$ cat config.mk
export PLATFORM = sky130hd
export DESIGN_NAME = smdu_merge
export DESIGN_NICKNAME = d
export VERILOG_FILES = /design/src/hdl/smdu_pkg.sv /design/src/hdl/smdu_merge.sv
export SDC_FILE = /design/constraint.sdc
export NUM_CORES = 1
export LEC_CHECK = 0
export BUFFER_PORTS_ARGS = -buffer_cell sky130_fd_sc_hd__buf_4
export CORE_AREA = 2 2 106 108
export DETAILED_ROUTE_END_ITERATION = 16
export DIE_AREA = 0 0 108 110
export GPL_ROUTABILITY_DRIVEN = 0
export PLACE_DENSITY = 0.52
export SLEW_MARGIN = 5
export SYNTH_ARGS = -nofsm -noshare
export SYNTH_HDL_FRONTEND = slang
export SYNTH_SLANG_ARGS = --single-unit
$ cat constraint.sdc
create_clock -name vclk -period 2.25
set_input_delay 0.45 -clock vclk [all_inputs]
set_output_delay 0.45 -clock vclk [all_outputs]
set_load 0.05 [all_outputs]
$ cat src/hdl/smdu_pkg.sv
`timescale 1ns / 1ps
`default_nettype none
package smdu_pkg;
    localparam int WordBits   = 16;
    localparam int FieldLanes = 4;
    localparam int DivSteps   = WordBits;

    typedef logic [WordBits-1:0] word_t;

    typedef enum logic
    {
        FUNC_MUL = 1'b0,
        FUNC_DIV = 1'b1
    } func_t;

    typedef struct packed
    {
        logic [0:0] func;
        logic [0:0] vector_mode;
        word_t      left_0;
        word_t      left_1;
        word_t      left_2;
        word_t      left_3;
        word_t      right_0;
        word_t      right_1;
        word_t      right_2;
        word_t      right_3;
    } in_item_t;

    typedef struct packed
    {
        word_t      high_0;
        word_t      high_1;
        word_t      high_2;
        word_t      high_3;
        word_t      low_0;
        word_t      low_1;
        word_t      low_2;
        word_t      low_3;
        logic [0:0] zero_hit;
        logic [0:0] divide_fault;
    } out_item_t;

    // per-lane status passed to the merge stage
    typedef struct packed
    {
        logic active;
        logic is_div;
        logic zero;
        logic div_zero;
    } lane_flags_t;
endpackage
`default_nettype wire

$ cat src/hdl/smdu_merge.sv
`timescale 1ns / 1ps
`default_nettype none
// Combine lane results into one item: masking, zero flag and fault suppression.
module smdu_merge
(
    input  wire smdu_pkg::word_t       high  [smdu_pkg::FieldLanes],
    input  wire smdu_pkg::word_t       low   [smdu_pkg::FieldLanes],
    input  wire smdu_pkg::lane_flags_t flags [smdu_pkg::FieldLanes],
    output smdu_pkg::out_item_t        item
);
    localparam int L = smdu_pkg::FieldLanes;
    smdu_pkg::word_t hi_m [L];
    smdu_pkg::word_t lo_m [L];
    logic            fault;
    logic            zero;

    always_comb
    begin
        fault = 1'b0;
        zero  = 1'b0;
        for (int i = 0; i < L; i++)
        begin
            if (flags[i].active && flags[i].is_div && flags[i].div_zero)
                fault = 1'b1;
            if (flags[i].active && flags[i].zero)
                zero = 1'b1;
        end
        for (int i = 0; i < L; i++)
        begin
            hi_m[i] = (flags[i].active && !fault) ? high[i] : '0;
            lo_m[i] = (flags[i].active && !fault) ? low[i] : '0;
        end
        item.high_0       = hi_m[0];
        item.high_1       = hi_m[1];
        item.high_2       = hi_m[2];
        item.high_3       = hi_m[3];
        item.low_0        = lo_m[0];
        item.low_1        = lo_m[1];
        item.low_2        = lo_m[2];
        item.low_3        = lo_m[3];
        item.zero_hit     = zero && !fault;
        item.divide_fault = fault;
    end
endmodule
`default_nettype wire

[Yosys cells after proc, flatten, opt, wreduce, memory -nomap -nowiden]
Cells that the tools add are included.
Operators by class
  $add $sub $neg: 0
  multiply operators: 0
  divide/modulo/power cells: 0
  magnitude comparators: 0
  equality and inequality tests: 0
  shifts and indexed selects: 0
  muxes and demuxes: 16
  bitwise logic cells: 0
  reduce and logical (&&, ||, !) cells: 18
Operators with widths (count)
  16-bit two-way mux: 8
  1-bit logical AND: 17
  1-bit two-way mux: 8
  1-bit zero test: 1
Storage, ports and cells
  register bits after elaboration: 0
  bits in latches: 0
  RAM bits: 0
  memory bits (read-only): 0
  bits of input ports: 144
  logic and storage cells: 34
  memories: 0

[Logic depth before layout (Yosys ltp)]
Gate-level depths: netlist (run 1).
  word-level depth: 9
  gate-level depth with buffers: 5
  gate-level depth less buffers: 4

[Worst setup path after synthesis (run 1)]
Ideal clock, no wire load.
  path type: input to output
  start: in flags[0] (netlist name)
  end: out item[1] (netlist name)
  arrival time: 1.747 ns
  slack: 0.053 ns
  stages: 5
  path buffers: 1
  cell sequence: and3_2 -> nor4_4 -> buf_6 -> inv_2 -> a21oi_2
RTL lines
  start, declared: line smdu_merge.sv:8  | input wire smdu_pkg::lane_flags_t flags [smdu_pkg::FieldLanes],
  end, declared: line smdu_merge.sv:9  | output smdu_pkg::out_item_t item

==> impl_metrics.json, run 1 <==
{
  "crit_path_top_delay_cell": "nor4_4",
  "worst_slew_pin_slew_ps": 323.1,
  "slew_headroom_pct": 78.30,
  "syn_area_um2": 1077,
  "ioPinCount": 274,
  "seqPwrFrac_pct": 0,
  "fin_util_pct": 31.15,
  "flops_and_latches": 0,
  "n_clock_buffer": 0,
  "grt_max_degree": 34,
  "required_ps": 1800,
  "drt_wl_total_um": 6813,
  "maxCapViolations": 0,
  "crit_chain": "buf_4 -> and3_2 -> nor4_4 -> buf_12 -> and3_2 -> buf_4",
  "vdd_drop_max_v": 0.0001116,
  "area_delta_synth_final_pct": 209.3,
  "ys_seq_area_share_pct": 0,
  "syn_area_per_cell_um2": 6.775,
  "yosysUniqueCellTypes": 13,
  "hold_path.class": "in -> out",
  "cts_resized": 0,
  "path_buf_inv": 3,
  "yosysTopAreaCellShare_pct": 55.75,
  "register_area_um2": 0,
  "start_kind": "input port",
  "path_class": "in -> out",
  "n_antenna_cell": 0,
  "p_switching_mw": 0.6316,
  "io_buffers": 274,
  "p_clk_share_pct": 0,
  "final.setup.worst_slack_ps": 61.71,
  "vias": 2056,
  "critPathMaxFanout": 33,
  "status": "complete, no violations",
  "power.density_nw_per_um2": 316.0,
  "track_usage_pct": 8.893,
  "synth_warnings": 0,
  "synth_nets": 303,
  "gr-total-overflow": 0,
  "die_h_um": 110,
  "antenna_found_initial": 0,
  "drv_slew": 0,
  "p_leak_nw": 1.947,
  "synth_top_area_cell": "and2_1",
  "initial_core_util_pct": 10.07,
  "intPower_mw": 0.4212,
  "num_rows": 38,
  "pwr-share-comb_pct": 100.0,
  "firstDrtPassIters": 4,
  "detail-route-antenna-nets": 0,
  "setup_viol": 0,
  "die_x_um": 108,
  "grt_pass1_wl_um": 8845,
  "hold-worst-slack_ps": 1260,
  "syn_inst": 159,
  "place_ws_ps": 34.43,
  "fin_nets": 570,
  "drtIter0Drc": 77,
  "grt_pass1_vias": 1810,
  "dp_hpwl_um": 5871,
  "period_share_pct": 97.26,
  "die_area_um2": 11880,
  "crit_path_end_kind": "output port",
  "max_freq_ghz": 0.4570,
  "swShare_pct": 59.99,
  "drive_above_1_share_pct": 69.81,
  "via_per_inst": 3.645,
  "core_area_um2": 10700,
  "critPathTopFamily": "simple AND/OR/NAND/NOR gates",
  "drc_errors": 0,
  "critPathMaxStageDelay_ps": 320,
  "wire_per_inst_um": 12.08,
  "synth.area.top_cells": "and2_1 (56%), and3_1 (17%), nor4_4 (7.9%)",
  "crit_arrival_ps": 1740,
  "final.min_clock_period_ps": 2188,
  "hold_viol_final": 0
}
-- cells in the mapped netlist --
cell	n
and3_4	1
and3_1	30
a22oi_1	2
and2_1	96
buf_4	1
clkbuf_1	3
buf_6	3
clkbuf_2	9
a21bo_2	3
a21oi_2	1
inv_2	1
and3_2	5
nor4_4	4
-- worst min-delay path, stage by stage --
cell	delay (ps)
buf_4	70
and2_1	100
buf_4	190
-- metal layers --
layer / routed length [µm] / GRT usage, % / part of all wire [%]
met1: 2408 / 9.993 / 35
met2: 3689 / 18.33 / 54
met3: 715 / 1.587 / 10
met4: 0 / 0 / 0
met5: 0 / 0 / 0
-- cell usage in the layout, fill, tap and decap left out, drive strengths merged --
| master | count |
|---|---|
| a21bo | 3 |
| and2 | 96 |
| buf | 280 |
| a21oi | 1 |
| a22oi | 2 |
| and3 | 36 |
| nor4 | 4 |
| clkbuf | 1 |
| inv | 1 |
-- final cells by class --
| type | instances | area (µm²) |
|---|---|---|
| tap | 140 | 175.2 |
| fill | 1130 | 7366 |
| timing repair buffer | 281 | 2177 |
| inverter | 1 | 3.754 |
| multi-input combinational | 142 | 975.9 |
-- through the flow --
step	cell area, µm²	TNS, ps	power, mW	std cells
2_1_floorplan	1077	0	0.6273	159
4_1_cts	3299	0	1.048	562
6_report	3332	0	1.053	564
3_3_place_gp	3299	0	1.043	562
5_1_grt	3332	-21.93	1.101	564
3_5_place_dp	3299	0	1.047	562
-- worst paths after layout --
path	start	end	cells after the start
setup / recovery	flags[0]	item[49]	6
hold / removal	high[2]	item[68]	3
-- what timing repair did --
| action | in CTS | in global routing |
|---|---|---|
| hold buffers | 0 | 0 |
| endpoints found under the setup margin | 0 | 30 |
| setup buffers | 0 | 1 |
-- logic make-up (layout without fill, tap and decap cells) --
| group | count (synthesis) | after routing | share of synthesized area (%) |
|---|---|---|---|
| simple gates | 136 | 136 | 85.60 |
| buf+inv | 17 | 282 | 9.407 |
| compound gates | 6 | 6 | 4.994 |
-- power by group through the flow --
stage	Clock [mW]	Sequential (mW)	Combinational (mW)
final	0	0	1.05
after global routing	0	0	1.10
after CTS	0	0	1.05
after detailed placement	0	0	1.05
after global placement	0	0	1.04
after floorplan	0	0	0.627
Note: power is estimated with default switching activity, not from simulation.
==> inputs of run 2 (changes only) <==
PLACE_DENSITY = unset   (was 0.52)
SLEW_MARGIN = 40   (was 5)
==> impl_metrics.json, run 2 (synthesis results as in run 1) <==
{
  "gr-total-overflow": 0,
  "cp_common_cell": "buf_4",
  "nFillCells": 1127,
  "io_buffers": 274,
  "worst_slew_pin_slew_ps": 309.6,
  "layout_commonest_cell": "buf_4",
  "hold_path.class": "in -> out",
  "postCtsSetupRepairBufs": 0,
  "setup_viol": 0,
  "detail-route-antenna-nets": 0,
  "register_area_um2": 0,
  "rsz0062_at_grt": "false",
  "die_h_um": 110,
  "die_x_um": 108,
  "status": "complete, no violations",
  "vdd_drop_max_v": 0.0001246,
  "p_leak_nw": 1.932,
  "core_area_um2": 10700,
  "path_buf_inv": 3,
  "die_area_um2": 11880,
  "drt_wl_total_um": 6635,
  "n_antenna_cell": 0,
  "drv_slew": 0,
  "via_per_inst": 3.665,
  "tns_ps": 0,
  "ioPinCount": 274,
  "n_clock_buffer": 0,
  "critPathTopFamily": "simple AND/OR/NAND/NOR gates",
  "firstDrtPassIters": 4,
  "num_rows": 38,
  "track_usage_pct": 8.918,
  "crit_path_end_kind": "output port",
  "layout_common_cells": "buf_4 (275), and2_1 (96), and3_1 (30), and3_2 (5)",
  "path_class": "in -> out",
  "grt_pass1_wl_um": 8707,
  "final.min_clock_period_ps": 2184,
  "dpl_cell_area_um2": 3299,
  "design_area_um2": 3299,
  "start_kind": "input port",
  "wire_per_inst_um": 11.81,
  "vias": 2060,
  "grt_max_degree": 34,
  "power.density_nw_per_um2": 315.1,
  "crit_arrival_ps": 1730,
  "max_freq_ghz": 0.4579,
  "crit_path_top_delay_cell": "nor4_4",
  "required_ps": 1800,
  "drc_errors": 0,
  "drive_above_1_share_pct": 69.67,
  "critPathMaxFanout": 33,
  "period_share_pct": 97.05,
  "grt_pass1_vias": 1759,
  "hold_buffers": 0,
  "antenna_found_initial": 0,
  "cts_resized": 0,
  "hold_viol_final": 0,
  "drtIter0Drc": 38,
  "fin_nets": 568,
  "area_delta_synth_final_pct": 206.3,
  "maxCapViolations": 0,
  "crit_chain": "buf_4 -> and3_2 -> nor4_4 -> buf_12 -> and3_1 -> buf_4",
  "flops_and_latches": 0,
  "initial_core_util_pct": 10.07,
  "critPathMaxStageDelay_ps": 310,
  "slew_headroom_pct": 79.36
}
[run 2: cell types whose count changed in the layout (fill, tap and decap cells not counted), sizes merged]
cell	before	now
clkbuf	1	0
buf	280	279
[run 2: final cells by class]
class	count	area (µm²)	area share, %
well taps	140	175.2	5.309
repair buffers	279	2145	65.00
inverters	1	3.754	0.1138
multi-input cells	142	975.9	29.58
[run 2: layer usage]
layer / track usage [%] / vias to the layer above / share of wire, %
li1: - / 1040 / -
met1: 9.395 / 876 / 32
met2: 19.68 / 144 / 56
met3: 0.9406 / 0 / 12
met4: 0 / 0 / 0
met5: 0 / - / 0
[run 2: worst min-delay path, stage by stage]
cell	delay, ps
buf_4	70
and2_1	100
buf_4	190
[run 2: final timing paths]
path / startpoint / end / slack [ps] / depth (start not counted)
setup / recovery: flags[0] / item[104] / 70 / 6
hold / removal: low[4] / item[6] / 1260 / 3
[run 2: power by group]
group          leakage (nW)  switching, mW  internal [mW]  total [mW]
Sequential                0              0              0           0
Combinational          1.93          0.627          0.413        1.04
Clock                     0              0              0           0
[run 2: stage by stage]
stage	hold WS, ps	power [mW]	utilization [%]	instances	setup WS [ps]
floorplan	1158	0.6273	-	159	52.62
global placement	1262	1.040	30.84	562	65.43
detailed placement	1261	1.047	30.84	562	64.99
CTS	1261	1.048	30.84	562	58.32
global route	1271	1.088	30.84	562	0.4566
finish	1260	1.040	30.84	562	66.28
