[src/hdl/smdu_pkg.sv]
`timescale 1ns / 1ps
`default_nettype none
package smdu_pkg;
    localparam int WordBits   = 16;
    localparam int FieldLanes = 4;
    localparam int DivSteps   = WordBits;

    typedef logic [WordBits-1:0] word_t;

    typedef enum logic
    {
        FUNC_MUL = 1'b0,
        FUNC_DIV = 1'b1
    } func_t;

    typedef struct packed
    {
        logic [0:0] func;
        logic [0:0] vector_mode;
        word_t      left_0;
        word_t      left_1;
        word_t      left_2;
        word_t      left_3;
        word_t      right_0;
        word_t      right_1;
        word_t      right_2;
        word_t      right_3;
    } in_item_t;

    typedef struct packed
    {
        word_t      high_0;
        word_t      high_1;
        word_t      high_2;
        word_t      high_3;
        word_t      low_0;
        word_t      low_1;
        word_t      low_2;
        word_t      low_3;
        logic [0:0] zero_hit;
        logic [0:0] divide_fault;
    } out_item_t;

    // per-lane status passed to the merge stage
    typedef struct packed
    {
        logic active;
        logic is_div;
        logic zero;
        logic div_zero;
    } lane_flags_t;
endpackage
`default_nettype wire

[src/hdl/smdu_lane.sv]
`timescale 1ns / 1ps
`default_nettype none
// One lane: pipelined multiply and restoring divide, one quotient bit per stage.
// Stage 0 registers inputs, stages 1..16 divide steps (multiply result rides along).
module smdu_lane
(
    input  wire logic                   clk,
    input  wire logic                   advance,
    input  wire logic                   active,
    input  wire logic                   is_div,
    input  wire smdu_pkg::word_t        left,
    input  wire smdu_pkg::word_t        right,
    output smdu_pkg::word_t             high,
    output smdu_pkg::word_t             low,
    output smdu_pkg::lane_flags_t       flags
);
    localparam int W = smdu_pkg::WordBits;
    localparam int S = smdu_pkg::DivSteps;

    logic [2*W-1:0]             prod_reg   [S+1];
    smdu_pkg::word_t            quo_reg    [S+1];
    logic [W:0]                 rem_reg    [S+1];
    smdu_pkg::word_t            dvd_reg    [S+1];
    smdu_pkg::word_t            dvs_reg    [S+1];
    logic                       act_reg    [S+1];
    logic                       div_reg    [S+1];

    logic [W:0]                 trial      [S];
    logic [W+1:0]               diff       [S];

    always_comb
    begin
        for (int i = 0; i < S; i++)
        begin
            trial[i] = {rem_reg[i][W-1:0], dvd_reg[i][W-1-i]};
            diff[i]  = {1'b0, trial[i]} - {2'b00, dvs_reg[i]};
        end
    end

    always_ff @(posedge clk)
    begin
        if (advance)
        begin
            prod_reg[0] <= left * right;
            quo_reg[0]  <= '0;
            rem_reg[0]  <= '0;
            dvd_reg[0]  <= left;
            dvs_reg[0]  <= right;
            act_reg[0]  <= active;
            div_reg[0]  <= is_div;
            for (int i = 0; i < S; i++)
            begin
                prod_reg[i+1] <= prod_reg[i];
                dvd_reg[i+1]  <= dvd_reg[i];
                dvs_reg[i+1]  <= dvs_reg[i];
                act_reg[i+1]  <= act_reg[i];
                div_reg[i+1]  <= div_reg[i];
                if (!diff[i][W+1])
                begin
                    rem_reg[i+1] <= diff[i][W:0];
                    quo_reg[i+1] <= {quo_reg[i][W-2:0], 1'b1};
                end
                else
                begin
                    rem_reg[i+1] <= trial[i];
                    quo_reg[i+1] <= {quo_reg[i][W-2:0], 1'b0};
                end
            end
        end
    end

    always_comb
    begin
        flags.active   = act_reg[S];
        flags.is_div   = div_reg[S];
        flags.div_zero = (dvs_reg[S] == '0);
        if (div_reg[S])
        begin
            high       = quo_reg[S];
            low        = rem_reg[S][W-1:0];
        end
        else
        begin
            high       = prod_reg[S][2*W-1:W];
            low        = prod_reg[S][W-1:0];
        end
        flags.zero     = (high == '0) && (low == '0);
    end
endmodule
`default_nettype wire

[config.mk]
export PLATFORM = sky130hd
export DESIGN_NAME = smdu_lane
export DESIGN_NICKNAME = d
export VERILOG_FILES = /design/src/hdl/smdu_pkg.sv /design/src/hdl/smdu_lane.sv
export SDC_FILE = /design/constraint.sdc
export NUM_CORES = 2
export LEC_CHECK = 0
export BUFFER_PORTS_ARGS = -buffer_cell sky130_fd_sc_hd__buf_4
export CAP_MARGIN = 10
export CELL_PAD_IN_SITES_DETAIL_PLACEMENT = 0
export CELL_PAD_IN_SITES_GLOBAL_PLACEMENT = 1
export CORE_ASPECT_RATIO = 0.75
export CORE_UTILIZATION = 38
export DETAILED_ROUTE_END_ITERATION = 8
export GPL_TIMING_DRIVEN = 0
export PLACE_DENSITY = 0.7
export SLEW_MARGIN = 20
export SYNTH_ARGS = -nofsm -noshare
export SYNTH_HDL_FRONTEND = slang
export SYNTH_SLANG_ARGS = --single-unit
[constraint.sdc]
create_clock -name clk -period 9.1 [get_ports clk]
set_input_delay 1.365 -clock clk [delete_from_list [all_inputs] [get_ports clk]]
set_output_delay 1.365 -clock clk [all_outputs]
set_load 0.02 [all_outputs]
=== After elaboration in Yosys (flattened, before gate mapping) ===
Memory sizes are Yosys's and may differ from the RTL's.
Index checks and enable logic that the tools add are counted.

* Flip-flop bits (word level): 0
* RAM bits: 1,683
* Input port bits: 36
* Output and inout port bits: 36
* Logic and storage cells: 192
* Memories kept: 7

* $add $sub $neg: 16
* $mul: 1
* Mux-type cells: 132
* Bitwise gates (word level): 32
* Reduce and logical (&&, ||, !) cells: 4

{| class="wikitable"
|+ Memory list
! memory !! words !! width !! rd ports !! clocked after memory_dff !! wr ports !! line !! RTL
|-
| prod_reg || 17 || 32 || 17 || 0 || 17 || smdu_lane.sv:20 || <nowiki>logic [2*W-1:0] prod_reg [S+1];</nowiki>
|-
| rem_reg || 17 || 17 || 17 || 0 || 17 || smdu_lane.sv:22 || <nowiki>logic [W:0] rem_reg [S+1];</nowiki>
|-
| dvd_reg || 17 || 16 || 16 || 0 || 17 || smdu_lane.sv:23 || <nowiki>smdu_pkg::word_t dvd_reg [S+1];</nowiki>
|-
| dvs_reg || 17 || 16 || 17 || 0 || 17 || smdu_lane.sv:24 || <nowiki>smdu_pkg::word_t dvs_reg [S+1];</nowiki>
|-
| quo_reg || 17 || 16 || 17 || 0 || 17 || smdu_lane.sv:21 || <nowiki>smdu_pkg::word_t quo_reg [S+1];</nowiki>
|-
| act_reg || 17 || 1 || 17 || 0 || 17 || smdu_lane.sv:25 || <nowiki>logic act_reg [S+1];</nowiki>
|-
| 1 more memories || n/a || n/a || n/a || n/a || n/a || n/a ||
|}

{| class="wikitable"
|+ Operators with widths
! kind !! count
|-
| 16-bit 2-to-1 mux || 18
|-
| 17-bit by 16-bit subtractor with 18-bit output || 16
|-
| 17-bit 2-to-1 mux || 16
|-
| 1-bit 2-to-1 mux || 98
|-
| 16-bit zero test || 3
|-
| 16-bit by 16-bit multiplier with 32-bit output || 1
|-
| 1-bit OR || 32
|-
| 1-bit logical AND || 1
|}

=== Longest topological paths before layout ===
* Depth after elaboration: 5
* Mapped depth: 23

=== Least setup slack after synthesis ===
Ideal clock, no wire load.

* Path kind: input to register
* From: input port left[7]
* To: memory prod_reg[0][31] (netlist name) (data pin)
* Setup time: 260 ps
* Arrival time: 6,946 ps
* Data required time: 8,840 ps
* Setup slack: 1,894 ps
* Stages: 23
* Path buffers: 2
* Cell sequence: clkbuf_1 -> nand2_1 -> fa_1 -> inv_1 -> fa_1 -> inv_1 -> fa_1 -> inv_1 -> fa_1 -> fa_1 -> inv_1 -> fa_1 -> inv_1 -> ha_1 -> buf_2 -> a21o_1 -> a31o_1 -> a221o_1 -> o211a_1 -> or3_1 -> a31o_1 -> a21oi_2 -> xnor2_1

{| class="wikitable"
|+ RTL lines
! what !! line !! RTL
|-
| from (decl) || smdu_lane.sv:11 || <nowiki>input wire smdu_pkg::word_t left,</nowiki>
|-
| to (decl) || smdu_lane.sv:20 ||
|}

==> metrics.yaml <==
run_status:
  status: "complete, but fails checks"
  violations: "design-rule violations"
sta:
  hold_viol: 0
  finClkSkew_ns: 0.0193
  tightest_slew_ns: 1.03
  timing.hold.ws_ns: 0.407
  maxSlewViolCount: 0
  period_minus_slack_ns: 7.47
  setup_viol: 0
  rsz0062_at_grt: "false"
  slew_headroom: 0.315
  max_freq_ghz: 0.134
  timing.final.crit_share: 0.821
routing:
  vias_per_cell: 4.87
  drc_errors: 2
  routed_wl_um: 128000
  dr.pass1.iters: 9
  routedWlPerCell_um: 18.1
  initialDrtViolationCount: 2668
  vias: 34500
  final_antenna_net_count: 0
power:
  power_uw: 23400
  power_leakage_uw: 0.0283
  clock_power_share: 0.239
  ir_drop_mv: 0.252
  pwr-share-seq: 0.381
  power.switching_uw: 7890
  p_int_uw: 15500
  p_per_area_nw_per_um2: 320
  p_sw_frac: 0.338
  power_frac_comb: 0.380
finish:
  nNetsFinal: 5327
  final_cell_area_um2: 73000
  largest_reg_flops: 544
  final_common_cell: "edfxtp_1"
  multi_input_area_um2: 21100
  seq_area_um2: 41400
  drive_above_1_share: 0.109
  layout_common_cells: "1377 x edfxtp_1, 552 x inv_1, 346 x ha_1"
  syn_to_final_growth_pct: 12.4
  fill_cells: 15200
worst_setup_path:
  criticalPathCategory: "in2reg"
  startpoint_type: "input pin"
  critPathRequiredTime_ns: 9.59
  crit_cells: 21
  cp_top_family: "adder cells"
  crit_top_cell: "fa_1"
  crit_path_max_fanout: 10
  crit_arrival_ns: 7.96
  cp-end-kind: "flip-flop"
  cp_slowest_cell: "fa_1"
  max_stage_delay_ns: 0.59
  cp.buffers_inverters: 5
  rr_worst_depth: 11
  path_cells: "buf_4 > clkbuf_1 > nand2_1 > fa_1 > fa_1 > fa_1 > inv_1 > ha_1 > fa_1 > inv_1 > fa_1 > inv_1 > ha_1 > and3_1 > a221oi_1 > o21ai_0 > a21oi_1 > o21ai_0 > a221oi_1 > o21ai_0 > xor2_1"
yosys:
  yosysSeqAreaShare: 0.637
  yosysTopAreaCell: "edfxtp_1"
  syn_avg_cell_area_um2: 14.4
  syn-num-nets: 5107
  yosysUniqueCellTypes: 75
  ys_ff_latch: 1378
  synth_ff_type: "edfxtp_1"
  netlist.area_leader.share: 0.637
  syn-cell-area_um2: 64900
  synth-edff-count: 1377
  synth_area_leaders: "edfxtp_1 64%, ha_1 6.7%, fa_1 6.4%"
  ys_warn_count: 0
  synthCells: 4516
  async_flop_share: 0
place:
  placedInstanceArea_um2: 68600
  dp_hpwl_um: 93700
  gp_congestion: 0.849
  io_buffer_count: 71
min_path:
  hold_depth: 0
  hold_class: "reg2reg"
floorplanning:
  io-pin-count: 72
  dieWidth_um: 479
  die_h_um: 360
  coreArea_um2: 169000
  die_area_um2: 173000
  initial_utilization: 0.385
  rows: 130
clock_network:
  cts_resized: 0
  cts_tree: "built"
  numCtsBuffers: 135
  cts_setup_buffers: 0
  cts.clk_slew.worst_paths_ns: 0.06
  clk_path_buf_depth: 3
  htreeDepth: 4
  cts-hold-fix-buffers: 0
  insertion_delay_ns: 0.76
  cts_root_buffer: "clkbuf_16"
  cts.sinks: 1378
global_route:
  grt_usage: 0.149
  grt_pass1_wl_um: 199000
  grt_overflow_total: 0
  grt_max_degree: 154
  antenna_found_initial: 5
  grt_pass1_vias: 34300
flow_run:
  drv_cap: 0
power groups by stage:
stage	Clock, uW	Combinational (uW)	Sequential [uW]
after floorplan	0	6600	8820
after detailed placement	0	8880	9050
after CTS	5740	8970	8920
final	5580	8890	8910
after global placement	0	8770	9110
after global routing	5970	9970	9000
final timing paths:
| kind | from | endpoint | slack [ns] |
|---|---|---|---|
| max | left[8] | prod_reg[0][30] | 1.63 |
| min | prod_reg[1][141] | prod_reg[1][173] | 0.41 |
| min reg2reg | prod_reg[1][141] | prod_reg[1][173] | 0.41 |
| max reg2reg | dvd_reg[0][135] | rem_reg[9][8] | 5.31 |
synthesized netlist by cell type (9+ instances only):
master	number
inv_1	552
nand4_1	18
a21oi_1	193
ha_1	346
buf_2	12
o21bai_1	17
and3_1	11
a21boi_0	29
o21a_1	49
nor4_1	18
or3_1	29
clkbuf_1	69
a21o_1	68
nor2_1	188
buf_4	10
xor2_1	61
a211oi_1	25
mux2i_1	21
nor3b_1	21
fa_1	209
nand2_1	263
xnor2_1	129
nor2b_1	39
mux2_2	167
o211ai_1	14
edfxtp_1	1377
o211a_1	9
or2_2	14
a31oi_1	21
and2_1	144
nor3_1	41
a211o_1	9
nand3_1	31
o21ai_0	138
nand2b_1	44
final cells by class:
type / count / share of cell area
antenna: 2 / 0.0000686
clock inverter: 78 / 0.0122
timing repair buffer: 83 / 0.0116
multi-input combinational: 2491 / 0.289
inverter: 552 / 0.0284
clock buffer: 157 / 0.0480
sequential: 1378 / 0.567
tap: 2244 / 0.0385
buffer: 95 / 0.00586
worst reg2reg max path: cells and delay by family, from the launching register on:
| kind | cells | cell delay (ns) |
|---|---|---|
| flip-flops | 1 | 0.61 |
| AO/OA/AOI/OAI | 6 | 1.74 |
| AND/OR/NAND/NOR | 1 | 0.06 |
| adder cells (fa/ha/maj) | 1 | 0.21 |
| buffers and inverters | 2 | 0.55 |
| multiplexers | 1 | 0.37 |
cells by family (layout without fill, tap and decap cells):
| kind of cell | Yosys count | count (layout) | share of synthesized area |
|---|---|---|---|
| XOR/XNOR | 190 | 190 | 0.0256 |
| other | 0 | 2 | 0 |
| AND/OR/NAND/NOR | 886 | 886 | 0.0677 |
| buffers and inverters | 647 | 965 | 0.0382 |
| multiplexers | 188 | 188 | 0.0322 |
| flip-flops | 1378 | 1378 | 0.637 |
| AO/OA/AOI/OAI | 672 | 672 | 0.0681 |
| adder cells (fa/ha/maj) | 555 | 555 | 0.131 |
stage by stage:
step | util | worst slack, ns | TNS (ns) | instances
2_1_floorplan | - | 1.89 | 0 | 4516
3_3_place_gp | 0.405 | -4.76 | -4609.60 | 6831
3_5_place_dp | 0.407 | 0.889 | 0 | 6843
4_1_cts | 0.433 | 1.72 | 0 | 7078
5_1_grt | 0.433 | 1.41 | 0 | 7079
6_report | 0.433 | 1.63 | 0 | 7080
per-layer routing:
metal | up-vias | track usage | wire length [um] | part of all wire
li1 | 16600 | - | - | -
met1 | 17000 | 0.223 | 64500 | 0.50
met3 | 184 | 0.0276 | 6150 | 0.048
met2 | 696 | 0.217 | 54200 | 0.42
met5 | - | 0 | 0 | 0
met4 | 0 | 0.0498 | 3640 | 0.028
Note: power is estimated with default switching activity, not from simulation.
